`src/design/u8dec_pkg.sv`:
```
// Shared types and constants for the UTF-8 stream decoder.
package u8dec_pkg;

	localparam int unsigned CP_W = 21;

	localparam logic [CP_W-1:0] REPLACEMENT_CP = 21'h00FFFD;

	// Continuation count announced by a lead byte
	localparam logic [1:0] EXTRA_NONE  = 2'd0;
	localparam logic [1:0] EXTRA_ONE   = 2'd1;
	localparam logic [1:0] EXTRA_TWO   = 2'd2;
	localparam logic [1:0] EXTRA_THREE = 2'd3;

	// Sequence state carried from one byte to the next
	typedef struct packed {
		logic [CP_W-1:0] acc;
		logic [1:0]      remaining;
		logic            bad;
	} dec_state_t;

	// Result of one byte step
	typedef struct packed {
		logic            emit;
		logic [CP_W-1:0] cp;
		logic            last;
	} dec_result_t;

	localparam dec_state_t STATE_CLEAR = '{acc: '0, remaining: EXTRA_NONE, bad: 1'b0};

endpackage

```
`src/design/u8dec_step.sv`:
```
// Combinational decode of one byte against the current sequence state.
module u8dec_step (
	input  logic [7:0]             byte_in,
	input  logic                   end_of_string,
	input  u8dec_pkg::dec_state_t  cur,
	output u8dec_pkg::dec_state_t  nxt,
	output u8dec_pkg::dec_result_t res
);
	import u8dec_pkg::*;

	logic            is_cont;
	logic            bad_n;
	logic [CP_W-1:0] acc_n;
	logic [1:0]      rem_n;

	// Shift in six payload bits on a well-formed continuation, else mark bad
	assign is_cont = (byte_in[7:6] == 2'b10);
	assign bad_n   = cur.bad | ~is_cont;
	assign acc_n   = is_cont ? {cur.acc[CP_W-7:0], byte_in[5:0]} : cur.acc;
	assign rem_n   = cur.remaining - 2'd1;

	always_comb begin
		nxt = cur;
		res = '{emit: 1'b0, cp: REPLACEMENT_CP, last: end_of_string};
		if (cur.remaining == EXTRA_NONE) begin
			// Expecting a lead byte
			priority if (byte_in[7] == 1'b0) begin
				res.emit = 1'b1;
				res.cp   = {{(CP_W-8){1'b0}}, byte_in};
			end else if (byte_in[7:5] == 3'b110) begin
				nxt = '{acc: {{(CP_W-5){1'b0}}, byte_in[4:0]}, remaining: EXTRA_ONE,
					bad: 1'b0};
			end else if (byte_in[7:4] == 4'b1110) begin
				nxt = '{acc: {{(CP_W-4){1'b0}}, byte_in[3:0]}, remaining: EXTRA_TWO,
					bad: 1'b0};
			end else if (byte_in[7:3] == 5'b11110) begin
				nxt = '{acc: {{(CP_W-3){1'b0}}, byte_in[2:0]}, remaining: EXTRA_THREE,
					bad: 1'b0};
			end else begin
				// Invalid lead: replace at once
				res.emit = 1'b1;
			end
			// Multi-byte lead on the final byte: truncated string
			if (byte_in[7:6] == 2'b11 && byte_in[7:3] != 5'b11111 && end_of_string) begin
				nxt      = STATE_CLEAR;
				res.emit = 1'b1;
				res.last = 1'b1;
			end
		end else begin
			// Expecting a continuation byte
			priority if (rem_n == EXTRA_NONE) begin
				nxt      = STATE_CLEAR;
				res.emit = 1'b1;
				res.cp   = bad_n ? REPLACEMENT_CP : acc_n;
			end else if (end_of_string) begin
				nxt      = STATE_CLEAR;
				res.emit = 1'b1;
				res.last = 1'b1;
			end else begin
				nxt = '{acc: acc_n, remaining: rem_n, bad: bad_n};
			end
		end
	end

endmodule

```
`src/design/utf8_stream_decoder.sv`:
```
// UTF-8 stream decoder: one byte in per beat, zero or one code point out.
// A result beat is registered and valid in the cycle after its last byte is accepted.
// Throughput: one byte per cycle; the single output register sets this rate,
// and a new byte is taken whenever that register is empty or being drained.
// Reset clears the sequence state and the output valid flag.
module utf8_stream_decoder (
	input  logic                       clk,
	input  logic                       arst_n,
	input  logic                       in_valid,
	output logic                       in_ready,
	input  logic [7:0]                 byte_in,
	input  logic                       end_of_string,
	output logic                       out_valid,
	input  logic                       out_ready,
	output logic [u8dec_pkg::CP_W-1:0] code_point,
	output logic                       last_point
);
	import u8dec_pkg::*;

	dec_state_t      state_q;
	dec_state_t      state_nxt;
	dec_result_t     res;
	logic            out_valid_q;
	logic [CP_W-1:0] cp_q;
	logic            last_q;
	logic            in_fire;

	assign in_ready = ~out_valid_q | out_ready;
	assign in_fire  = in_valid & in_ready;

	u8dec_step u_step (
		.byte_in       (byte_in),
		.end_of_string (end_of_string),
		.cur           (state_q),
		.nxt           (state_nxt),
		.res           (res)
	);

	// Advance the sequence state on each accepted byte
	always_ff @(posedge clk or negedge arst_n) begin
		if (!arst_n) begin
			state_q <= STATE_CLEAR;
		end else if (in_fire) begin
			state_q <= state_nxt;
		end
	end

	// Hold the result beat until taken; refill on accept
	always_ff @(posedge clk or negedge arst_n) begin
		if (!arst_n) begin
			out_valid_q <= 1'b0;
		end else if (in_fire) begin
			out_valid_q <= res.emit;
		end else if (out_ready) begin
			out_valid_q <= 1'b0;
		end
	end

	always_ff @(posedge clk) begin
		if (in_fire && res.emit) begin
			cp_q   <= res.cp;
			last_q <= res.last;
		end
	end

	assign out_valid  = out_valid_q;
	assign code_point = cp_q;
	assign last_point = last_q;

endmodule

```
`config.mk`:
```
export PLATFORM = sky130hd
export DESIGN_NAME = utf8_stream_decoder
export DESIGN_NICKNAME = d
export VERILOG_FILES = /design/src/design/u8dec_pkg.sv /design/src/design/u8dec_step.sv /design/src/design/utf8_stream_decoder.sv
export SDC_FILE = /design/constraint.sdc
export NUM_CORES = 1
export LEC_CHECK = 0
export BUFFER_PORTS_ARGS = -buffer_cell sky130_fd_sc_hd__buf_4
export CORE_UTILIZATION = 30
export CTS_CLUSTER_DIAMETER = 100
export CTS_CLUSTER_SIZE = 24
export DETAILED_ROUTE_END_ITERATION = 7
export GPL_ROUTABILITY_DRIVEN = 0
export SLEW_MARGIN = 20
export SYNTH_ARGS = -nofsm -noshare
export SYNTH_HDL_FRONTEND = slang
export SYNTH_SLANG_ARGS = --single-unit
```
`constraint.sdc`:
```
create_clock -name clk -period 5.47 [get_ports clk]
set_input_delay 0.2735 -clock clk [delete_from_list [all_inputs] [get_ports clk]]
set_output_delay 0.2735 -clock clk [all_outputs]
set_load 0.05 [all_outputs]
```
==> metrics.txt, run 1 <==
Setup TNS 0 ps; Min-Delay Path Class in2reg; CP top delay family simple AND/OR/NAND/NOR gates; port bufs 36; via count 1,229; GRT overflow 0; CP startpoint kind flop; status finished, final reports clean; number of synthesis warnings 0; skew final slightly above 8 ps; initial antenna violation count 0; first drt pass iteration count 4; H-Tree Depth 2; TritonCTS clock tree done; clock latency on the worst-skew pair a little under 300 ps; Bufs on Longest Clock Path 2; peak per-stage delay on the critical path 740 ps; Worst Tran Pin Value a little under 900 ps; Max Clock Freq 401 MHz; Die Ht 79.6 um; Cell Area, Synth 1810 um^2; Gate Count Post-Synth 137; unrepaired setup endpoints after global routing false; CP Max Fanout 14; post-synthesis area per instance 13.2 um^2; Via density 5.00; reg2reg start state_q[1]; min-delay src byte_in[1]; core area roughly 5600 um^2; I/O pins 37; Crit Path Class reg2reg; fraction of layout cells with a size suffix above 1 between 20 and 30%; WL final 3480 um; # clock sinks 41; largest net degree at the start of global routing 20; drt first-iter violations 71; area leader, netlist edfxtp_1; P_leak 0.891 nW; worst vdd ir 0.000196 V; Ant. Diodes 0; Site Rows 27; Worst-path clk slew ~80 ps; Worst Path Buf+Inv 2; CTS Buf Count 5; Critical-path top delay cell nor3_2; Final Hold Viols 0; DRC Markers 0; initial core utilization 32.0%; Syn Nets 152; wire length per cell between 10 and 15 um; critical path capture point type flop; maxcap violations 0; multi-input logic area 612 um^2; relative slew slack 40.4%; post-CTS setup buffers 0; Root Driver clkbuf_8; DIE AREA 6330 um^2; Die X-Extent 79.6 um; Yosys reg bits around 40; Critical Path RT 5470 ps; worst hold slack between 200 and 250 ps; final net count 188; sequential area share after synthesis between 60% and 70%; Worst setup startpoint state_q[1]; post-synth cell types 38; area grow syn2layout 24.9%; Slew Viols, Final 0; synth top area cells edfxtp_1 (37%), dfrtp_1 (26%), a22o_1 (6.3%); total track usage 11.8%; fin crit share between 40% and 50%; PD cells 452 nW/um^2; number of global-route vias before repair 1,168; Critical Path AT 2500 ps; Synth top area share between 30% and 40%; minimum clock period 2500 ps; Final ANT Viol Nets 0; HPWL Detailed 2470 um; Cell Chain, Critical Path inv_1, ha_1, nor3_1, nor3_2, buf_4; # setup viols final 0; FF+latch area 1140 um^2; first-pass GRT wire length 5690 um; FILL cells 564
## report_power, final
part           internal (mW)  switching [mW]  leakage (nW)
Clock                  0.137           0.110        0.0543
Combinational          0.115           0.233         0.393
Sequential             0.396          0.0296         0.444
## cell usage after synthesis
cell type  instances
edfxtp_1          22
dfrtp_1           19
a22o_1            13
nand2b_1          11
o21a_1             9
and2_1             7
clkbuf_1           5
nand2_1            4
o21ai_0            4
inv_1              3
or3_1              3
a21oi_1            2
a32o_1             2
buf_2              2
ha_1               2
nand4_1            2
nor2_1             2
nor2b_1            2
nor3_1             2
nor4bb_1           2
or4_1              2
a2111oi_4          1
a211oi_1           1
a21boi_0           1
a21o_1             1
a31oi_1            1
and3b_1            1
and4_1             1
buf_4              1
buf_6              1
inv_2              1
nand2_2            1
nand3_1            1
nor3_2             1
nor3b_1            1
o2111ai_1          1
o21ai_2            1
or2_1              1
## worst reg2reg max path: stages, from the launching register on
cell	delay [ps]
dfrtp_1	430
inv_1	90
ha_1	450
nor3_1	150
nor3_2	740
buf_4	340
## what timing repair did
item                                    CTS  global route
hold buffers                              1             0
endpoints found under the hold margin    19             0
endpoints found under the setup margin    0             0
gates resized for setup                   0             0
## layout by cell type (no fill, tap or decap), types with 2 or more instances in the layout
master	netlist	routed
a32o_1	2	2
or4_1	2	2
buf_4	1	37
nand2b_1	11	11
dfrtp_1	19	19
nor4bb_1	2	2
ha_1	2	2
nand4_1	2	2
o21a_1	9	9
nand2_1	4	4
o21ai_0	4	4
inv_1	3	3
clkbuf_8	0	5
nor3_2	1	2
a22o_1	13	13
nor2_1	2	2
and2_1	7	7
edfxtp_1	22	22
or3_1	3	3
nor2b_1	2	2
a21oi_1	2	2
## path summary, 6_finish.rpt
kind / to / slack (ps) / depth (start not counted)
setup / recovery: code_point[6] / 2970 / 5
hold / removal: state_q[4] / 210 / 2
setup reg to reg: code_point[6] / 2970 / 5
hold reg to reg: state_q[13] / 500 / 1
max in group asynchronous: state_q[9] / 4880 / 2
min in group asynchronous: state_q[6] / 380 / 2
## area by class of cell
| cell class | count | share of cell area, % |
|---|---|---|
| clock buffer | 5 | 3.05 |
| multi-input combinational | 83 | 27.1 |
| sequential | 41 | 50.4 |
| clock inverter | 3 | 2.05 |
| tap | 72 | 3.99 |
| inverter | 4 | 0.666 |
| timing repair buffer | 38 | 12.8 |
## metal layers
layer	global-route usage, %	share of wire, %	up-vias
li1	-	-	592
met1	17.1	52	597
met2	16.3	42	34
met3	3.09	3.7	6
met4	5.45	1.7	0
met5	0	0	-
## state kept, by name, summed over array words and instances, names as in the netlist
signal	count
out_valid	1
state_q	18
last_point	1
code_point	21
## per-stage QoR
step / setup slack, ps / total power, mW / instance area, um^2 / instances / util [%]
2_1_floorplan: 2240 / 0.689 / 1810 / 137 / -
3_3_place_gp: 2990 / 0.780 / 2130 / 237 / 37.8
3_5_place_dp: 2940 / 0.782 / 2130 / 237 / 37.8
4_1_cts: 2920 / 1.03 / 2260 / 246 / 40.0
5_1_grt: 2710 / 1.07 / 2260 / 246 / 40.0
6_report: 2970 / 1.02 / 2260 / 246 / 40.0
## cell families after synthesis
group | share of synthesized area [%]
adder cells (fa/ha/maj) | 1.39
AO/OA/AOI/OAI | 16.9
AND/OR/NAND/NOR | 15.3
flip-flops | 62.9
buffers and inverters | 3.47
(Power assumes the default switching activity.)
==> inputs of run 2 (changes only) <==
Clock period 5.47 ns to 2.4 ns, I/O delays scaled along.
==> run 2 against run 1 <==
Net effect: die area unchanged; utilization increased by 0.71 points; first-iteration DRC count decreased by 18%; fmax increased by 21%; critical path type unchanged.
==> metrics.txt, run 2 (same netlist as run 1, synthesis figures left out) <==
status finished, final reports clean (unchanged); FF+latch area 1140 um^2 (unchanged); initial antenna violation count 0 (unchanged); peak per-stage delay on the critical path 420 ps (was 740 ps); worst hold slack 48.3 ps (was 209 ps); Crit path top cell by count nand2b_1; Setup TNS 0 ps (unchanged); final net count 193 (was 188); Cell Chain, Critical Path inv_1, ha_1, nor4bb_1, nand2b_1, nand2_1, nand2b_1 (was inv_1, ha_1, nor3_1, nor3_2, buf_4); WL final 3900 um (was 3480 um); DRC Markers 0 (unchanged); multi-input logic area 618 um^2 (was 612 um^2); # clock sinks 41 (unchanged); HPWL Detailed 2810 um (was 2470 um); area grow syn2layout 27.2% (was 24.9%); post-CTS setup buffers 0 (unchanged); PD cells 1030 nW/um^2 (was 452 nW/um^2); total track usage 13.6% (was 11.8%); fin crit share 86.1% (was 45.6%); post-cts resize count 0 (unchanged); CP top delay family simple AND/OR/NAND/NOR gates (unchanged); initial core utilization 32.0% (unchanged); Site Rows 27 (unchanged); Ant. Diodes 0 (unchanged); Inst Count DP 242 (was 237); Root Driver clkbuf_8 (unchanged); core area 5640 um^2 (unchanged); maxcap violations 0 (unchanged); Via density 5.03 (was 5.00); critical path capture point type flop (unchanged); Critical-path top delay cell dfrtp_1 (was nor3_2); unrepaired setup endpoints after global routing false (unchanged); DIE AREA 6330 um^2 (unchanged); FILL cells 542 (was 564); Worst Tran Pin Value 492 ps (was 889 ps); CP startpoint kind flop (unchanged); flip-flop count of the largest register, all copies and words added 21 (unchanged); Slew Viols, Final 0 (unchanged); Die Ht 79.6 um (unchanged); # setup viols final 0 (unchanged); most frequent cells in the layout buf_4 (42), edfxtp_1 (22), dfrtp_1 (19) (was buf_4 (37), edfxtp_1 (22), dfrtp_1 (19)); P_leak 0.919 nW (was 0.891 nW); minimum clock period 2070 ps (was 2500 ps); fraction of layout cells with a size suffix above 1 30.7% (was 29.3%); relative slew slack 67.1% (was 40.4%); Final Hold Viols 0 (unchanged); TritonCTS clock tree done (unchanged); Min-Delay Path Class in2reg (unchanged); Final ANT Viol Nets 0 (unchanged); Bufs on Longest Clock Path 2 (unchanged); CTS Buf Count 5 (unchanged); Crit Path Class reg2reg (unchanged); drt first-iter violations 58 (was 71); first-pass GRT wire length 6330 um (was 5690 um); CP Max Fanout 10 (was 14); fin cells 251 (was 246); Max Clock Freq 484 MHz (was 401 MHz); Worst-path clk slew 80 ps (about the same); Worst Path Buf+Inv 1 (was 2); number of global-route vias before repair 1,264 (was 1,168); wire length per cell 15.5 um (was 14.1 um); port bufs 36 (unchanged); I/O pins 37 (unchanged); largest net degree at the start of global routing 20 (unchanged); H-Tree Depth 2 (unchanged); first drt pass iteration count 4 (unchanged); Critical Path RT 2450 ps (was 5470 ps); clock latency on the worst-skew pair 290 ps (about the same); Critical Path AT 2120 ps (was 2500 ps); worst vdd ir 0.000392 V (was 0.000196 V); GRT overflow 0 (unchanged); post-cts hold buffer count 1 (unchanged); via count 1,262 (was 1,229); worst reg-to-reg setup slack 330 ps (was 2970 ps); skew final 6.19 ps (was 8.16 ps); most common cell after layout, fill and taps aside buf_4 (unchanged); Die X-Extent 79.6 um (unchanged)
## run 2: changes by cell type in the layout (fill, tap and decap cells not counted)
cell	change
clkbuf_1	+1
nor3_4	+1
buf_4	+5
clkinvlp_4	-1
nor3_2	-1
## run 2: path summary, 6_finish.rpt
check	start	endpoint	depth (start not counted)
worst max-delay path	state_q[1]	code_point[0]	6
worst min-delay path	byte_in[2]	state_q[5]	2
worst max register to register	state_q[1]	code_point[0]	6
worst min register to register	state_q[14]	state_q[14]	1
max in group asynchronous	arst_n	state_q[8]	2
min in group asynchronous	arst_n	state_q[4]	2
## run 2: area by class of cell
| class | instances | area share (%) |
|---|---|---|
| inverter | 4 | 0.654 |
| multi-input combinational | 83 | 26.9 |
| clock inverter | 2 | 1.69 |
| sequential | 41 | 49.5 |
| timing repair buffer | 43 | 14.2 |
| clock buffer | 6 | 3.16 |
| tap | 72 | 3.92 |
## run 2: through the flow
step	utilization, %	setup slack [ps]	area (um^2)	power [mW]
2_1_floorplan	-	148	1820	1.58
3_3_place_gp	38.5	461	2170	1.81
3_5_place_dp	38.5	338	2170	1.84
4_1_cts	40.7	334	2300	2.40
5_1_grt	40.7	69.7	2300	2.50
6_report	40.7	334	2300	2.38
## run 2: where the power goes
group          switching [mW]  total (mW)  internal [mW]
clock                   0.246       0.558          0.312
sequential             0.0700       0.972          0.902
combinational           0.551       0.845          0.294
## run 2: layer usage
layer	part of all wire (%)	vias to the layer above	track usage (%)	wire length, um
met5	0	-	0	0
met4	1.9	0	6.00	74
met3	5.3	8	4.46	207
met2	49	36	22.6	1930
met1	43	622	15.9	1690
li1	-	596	-	-
==> inputs of run 3 (changes only) <==
Settings changed: RECOVER_POWER set to 50.
==> run 3 against run 2 <==
Net effect: die area is the same; cell count unchanged; via count unchanged; global-route usage did not move; hold slack worse by 0.93 ps; clock power hardly changed; clock skew about the same; fmax is essentially flat; sequential cell count unchanged; largest cell class unchanged; sequential share of layout area increased by 2.3 points.
==> metrics.txt, run 3 (same netlist as run 1, synthesis figures left out) <==
Crit path top cell by count nand2b_1 (unchanged); HPWL Detailed 2810 um (unchanged); P_leak 0.820 nW (was 0.919 nW); Worst Tran Pin Value 1100 ps (was 492 ps); highest metal used met4 (unchanged); Critical Path AT 2120 ps (about the same); WL final 3920 um (was 3900 um); Final ANT Viol Nets 0 (unchanged); min-delay src byte_in[2] (unchanged); drt first-iter violations 68 (was 58); critical path capture point type flop (unchanged); met2 WL 1880 um (was 1930 um); maxcap violations 0 (unchanged); Via density 5.03 (unchanged); DIE AREA 6330 um^2 (unchanged); FILL cells 560 (was 542); peak per-stage delay on the critical path 420 ps (about the same); multi-input logic area 618 um^2 (unchanged); post-CTS setup buffers 0 (unchanged); I/O pins 37 (unchanged); fraction of layout cells with a size suffix above 1 15.6% (was 30.7%); CP Max Fanout 10 (unchanged); Die Ht 79.6 um (unchanged); fin crit share 86.1% (about the same); PD cells 1050 nW/um^2 (was 1030 nW/um^2); most frequent cells in the layout clkbuf_1 (28), edfxtp_1 (22), dfrtp_1 (19) (was buf_4 (42), edfxtp_1 (22), dfrtp_1 (19)); post-cts hold buffer count 1 (unchanged); post-cts resize count 0 (unchanged); wire length on met1 1700 um (was 1690 um); total track usage 13.6% (unchanged); Root Driver clkbuf_8 (unchanged); initial antenna violation count 0 (unchanged); Post-Place Cell Area 2170 um^2 (unchanged); Final Hold Viols 0 (unchanged); CP startpoint kind flop (unchanged); Slew Viols, Final 0 (unchanged); Cell Chain, Critical Path inv_1, ha_1, nor4bb_1, nand2b_1, nand2_1, nand2b_1 (unchanged); initial core utilization 32.0% (unchanged); Bufs on Longest Clock Path 2 (unchanged); DRC Markers 0 (unchanged); FF+latch area 1140 um^2 (unchanged); Worst setup startpoint state_q[1] (unchanged); via count 1,262 (unchanged); most common cell after layout, fill and taps aside clkbuf_1 (was buf_4); Max Clock Freq 484 MHz (about the same); # setup viols final 0 (unchanged); Crit Path Class reg2reg (unchanged); Critical-path top delay cell dfrtp_1 (unchanged); Critical Path RT 2450 ps (about the same); largest net degree at the start of global routing 20 (unchanged); Min-Delay Path Class in2reg (unchanged); relative slew slack 26.4% (was 67.1%); final instance area 2190 um^2 (was 2300 um^2); first-pass GRT wire length 6330 um (unchanged); GRT overflow 0 (unchanged); core area 5640 um^2 (unchanged); reg2reg start state_q[1] (unchanged); Ant. Diodes 0 (unchanged); worst vdd ir 0.000372 V (was 0.000392 V); wire length per cell 15.6 um (was 15.5 um); TritonCTS clock tree done (unchanged); # clock sinks 41 (unchanged); DR WL met3 244 um (was 207 um); unrepaired setup endpoints after global routing false (unchanged); first drt pass iteration count 4 (unchanged); port bufs 36 (unchanged); minimum clock period 2070 ps (about the same); area grow syn2layout 21.6% (was 27.2%); number of global-route vias before repair 1,264 (unchanged); Worst-path clk slew 80 ps (about the same); Site Rows 27 (unchanged); status finished, final reports clean (unchanged); CTS Buf Count 5 (unchanged); clock latency on the worst-skew pair 290 ps (about the same); Die X-Extent 79.6 um (unchanged); Setup TNS 0 ps (unchanged); flip-flop count of the largest register, all copies and words added 21 (unchanged); H-Tree Depth 2 (unchanged); skew final 5.90 ps (was 6.19 ps); final net count 193 (unchanged)
## run 3: changes by cell type in the layout (fill, tap and decap cells not counted), sizes merged
cell / change
buf: -27
clkbuf: +27
## run 3: routing by layer
| metal | GRT usage (%) | up-vias |
|---|---|---|
| li1 | - | 594 |
| met1 | 15.9 | 616 |
| met2 | 22.6 | 42 |
| met3 | 4.46 | 10 |
| met4 | 6.00 | 0 |
| met5 | 0 | - |
## run 3: worst max-delay path, delay by kind of cell (launching register included)
family | cells | cell delay [ps]
buffers and inverters | 1 | 80
flip-flops | 1 | 420
adder cells (fa/ha/maj) | 1 | 290
AND/OR/NAND/NOR | 4 | 1040
## run 3: area by class of cell
class,instances,share of cell area [%]
clock buffer,6,3.31
clock inverter,2,1.77
inverter,4,0.684
multi-input combinational,83,28.2
sequential,41,51.8
tap,72,4.10
timing repair buffer,43,10.2
## run 3: stage by stage
stage	worst slack [ps]	hold slack, ps	utilization, %	power (mW)	std cells
after floorplan	148	-176	-	1.58	137
after global placement	461	13.8	38.5	1.81	242
after detailed placement	338	18.9	38.5	1.84	242
after CTS	334	34.2	40.7	2.40	251
after global routing	69.7	26.8	38.9	2.43	251
final	333	47.3	38.9	2.31	251
## run 3: worst paths after layout
kind / to / slack [ps] / cells after the start
setup reg to reg: code_point[0] / 330 / 6
hold / removal: state_q[5] / 50 / 2
setup / recovery: code_point[0] / 330 / 6
max in group asynchronous: state_q[8] / 1190 / 2
hold reg to reg: state_q[14] / 500 / 1
min in group asynchronous: state_q[4] / 550 / 2
## run 3: power by group
part	internal (mW)	switching (mW)	leakage, nW
clock network	0.312	0.244	0.0554
logic	0.231	0.552	0.321
registers	0.903	0.0687	0.444
total	1.45	0.864	0.820
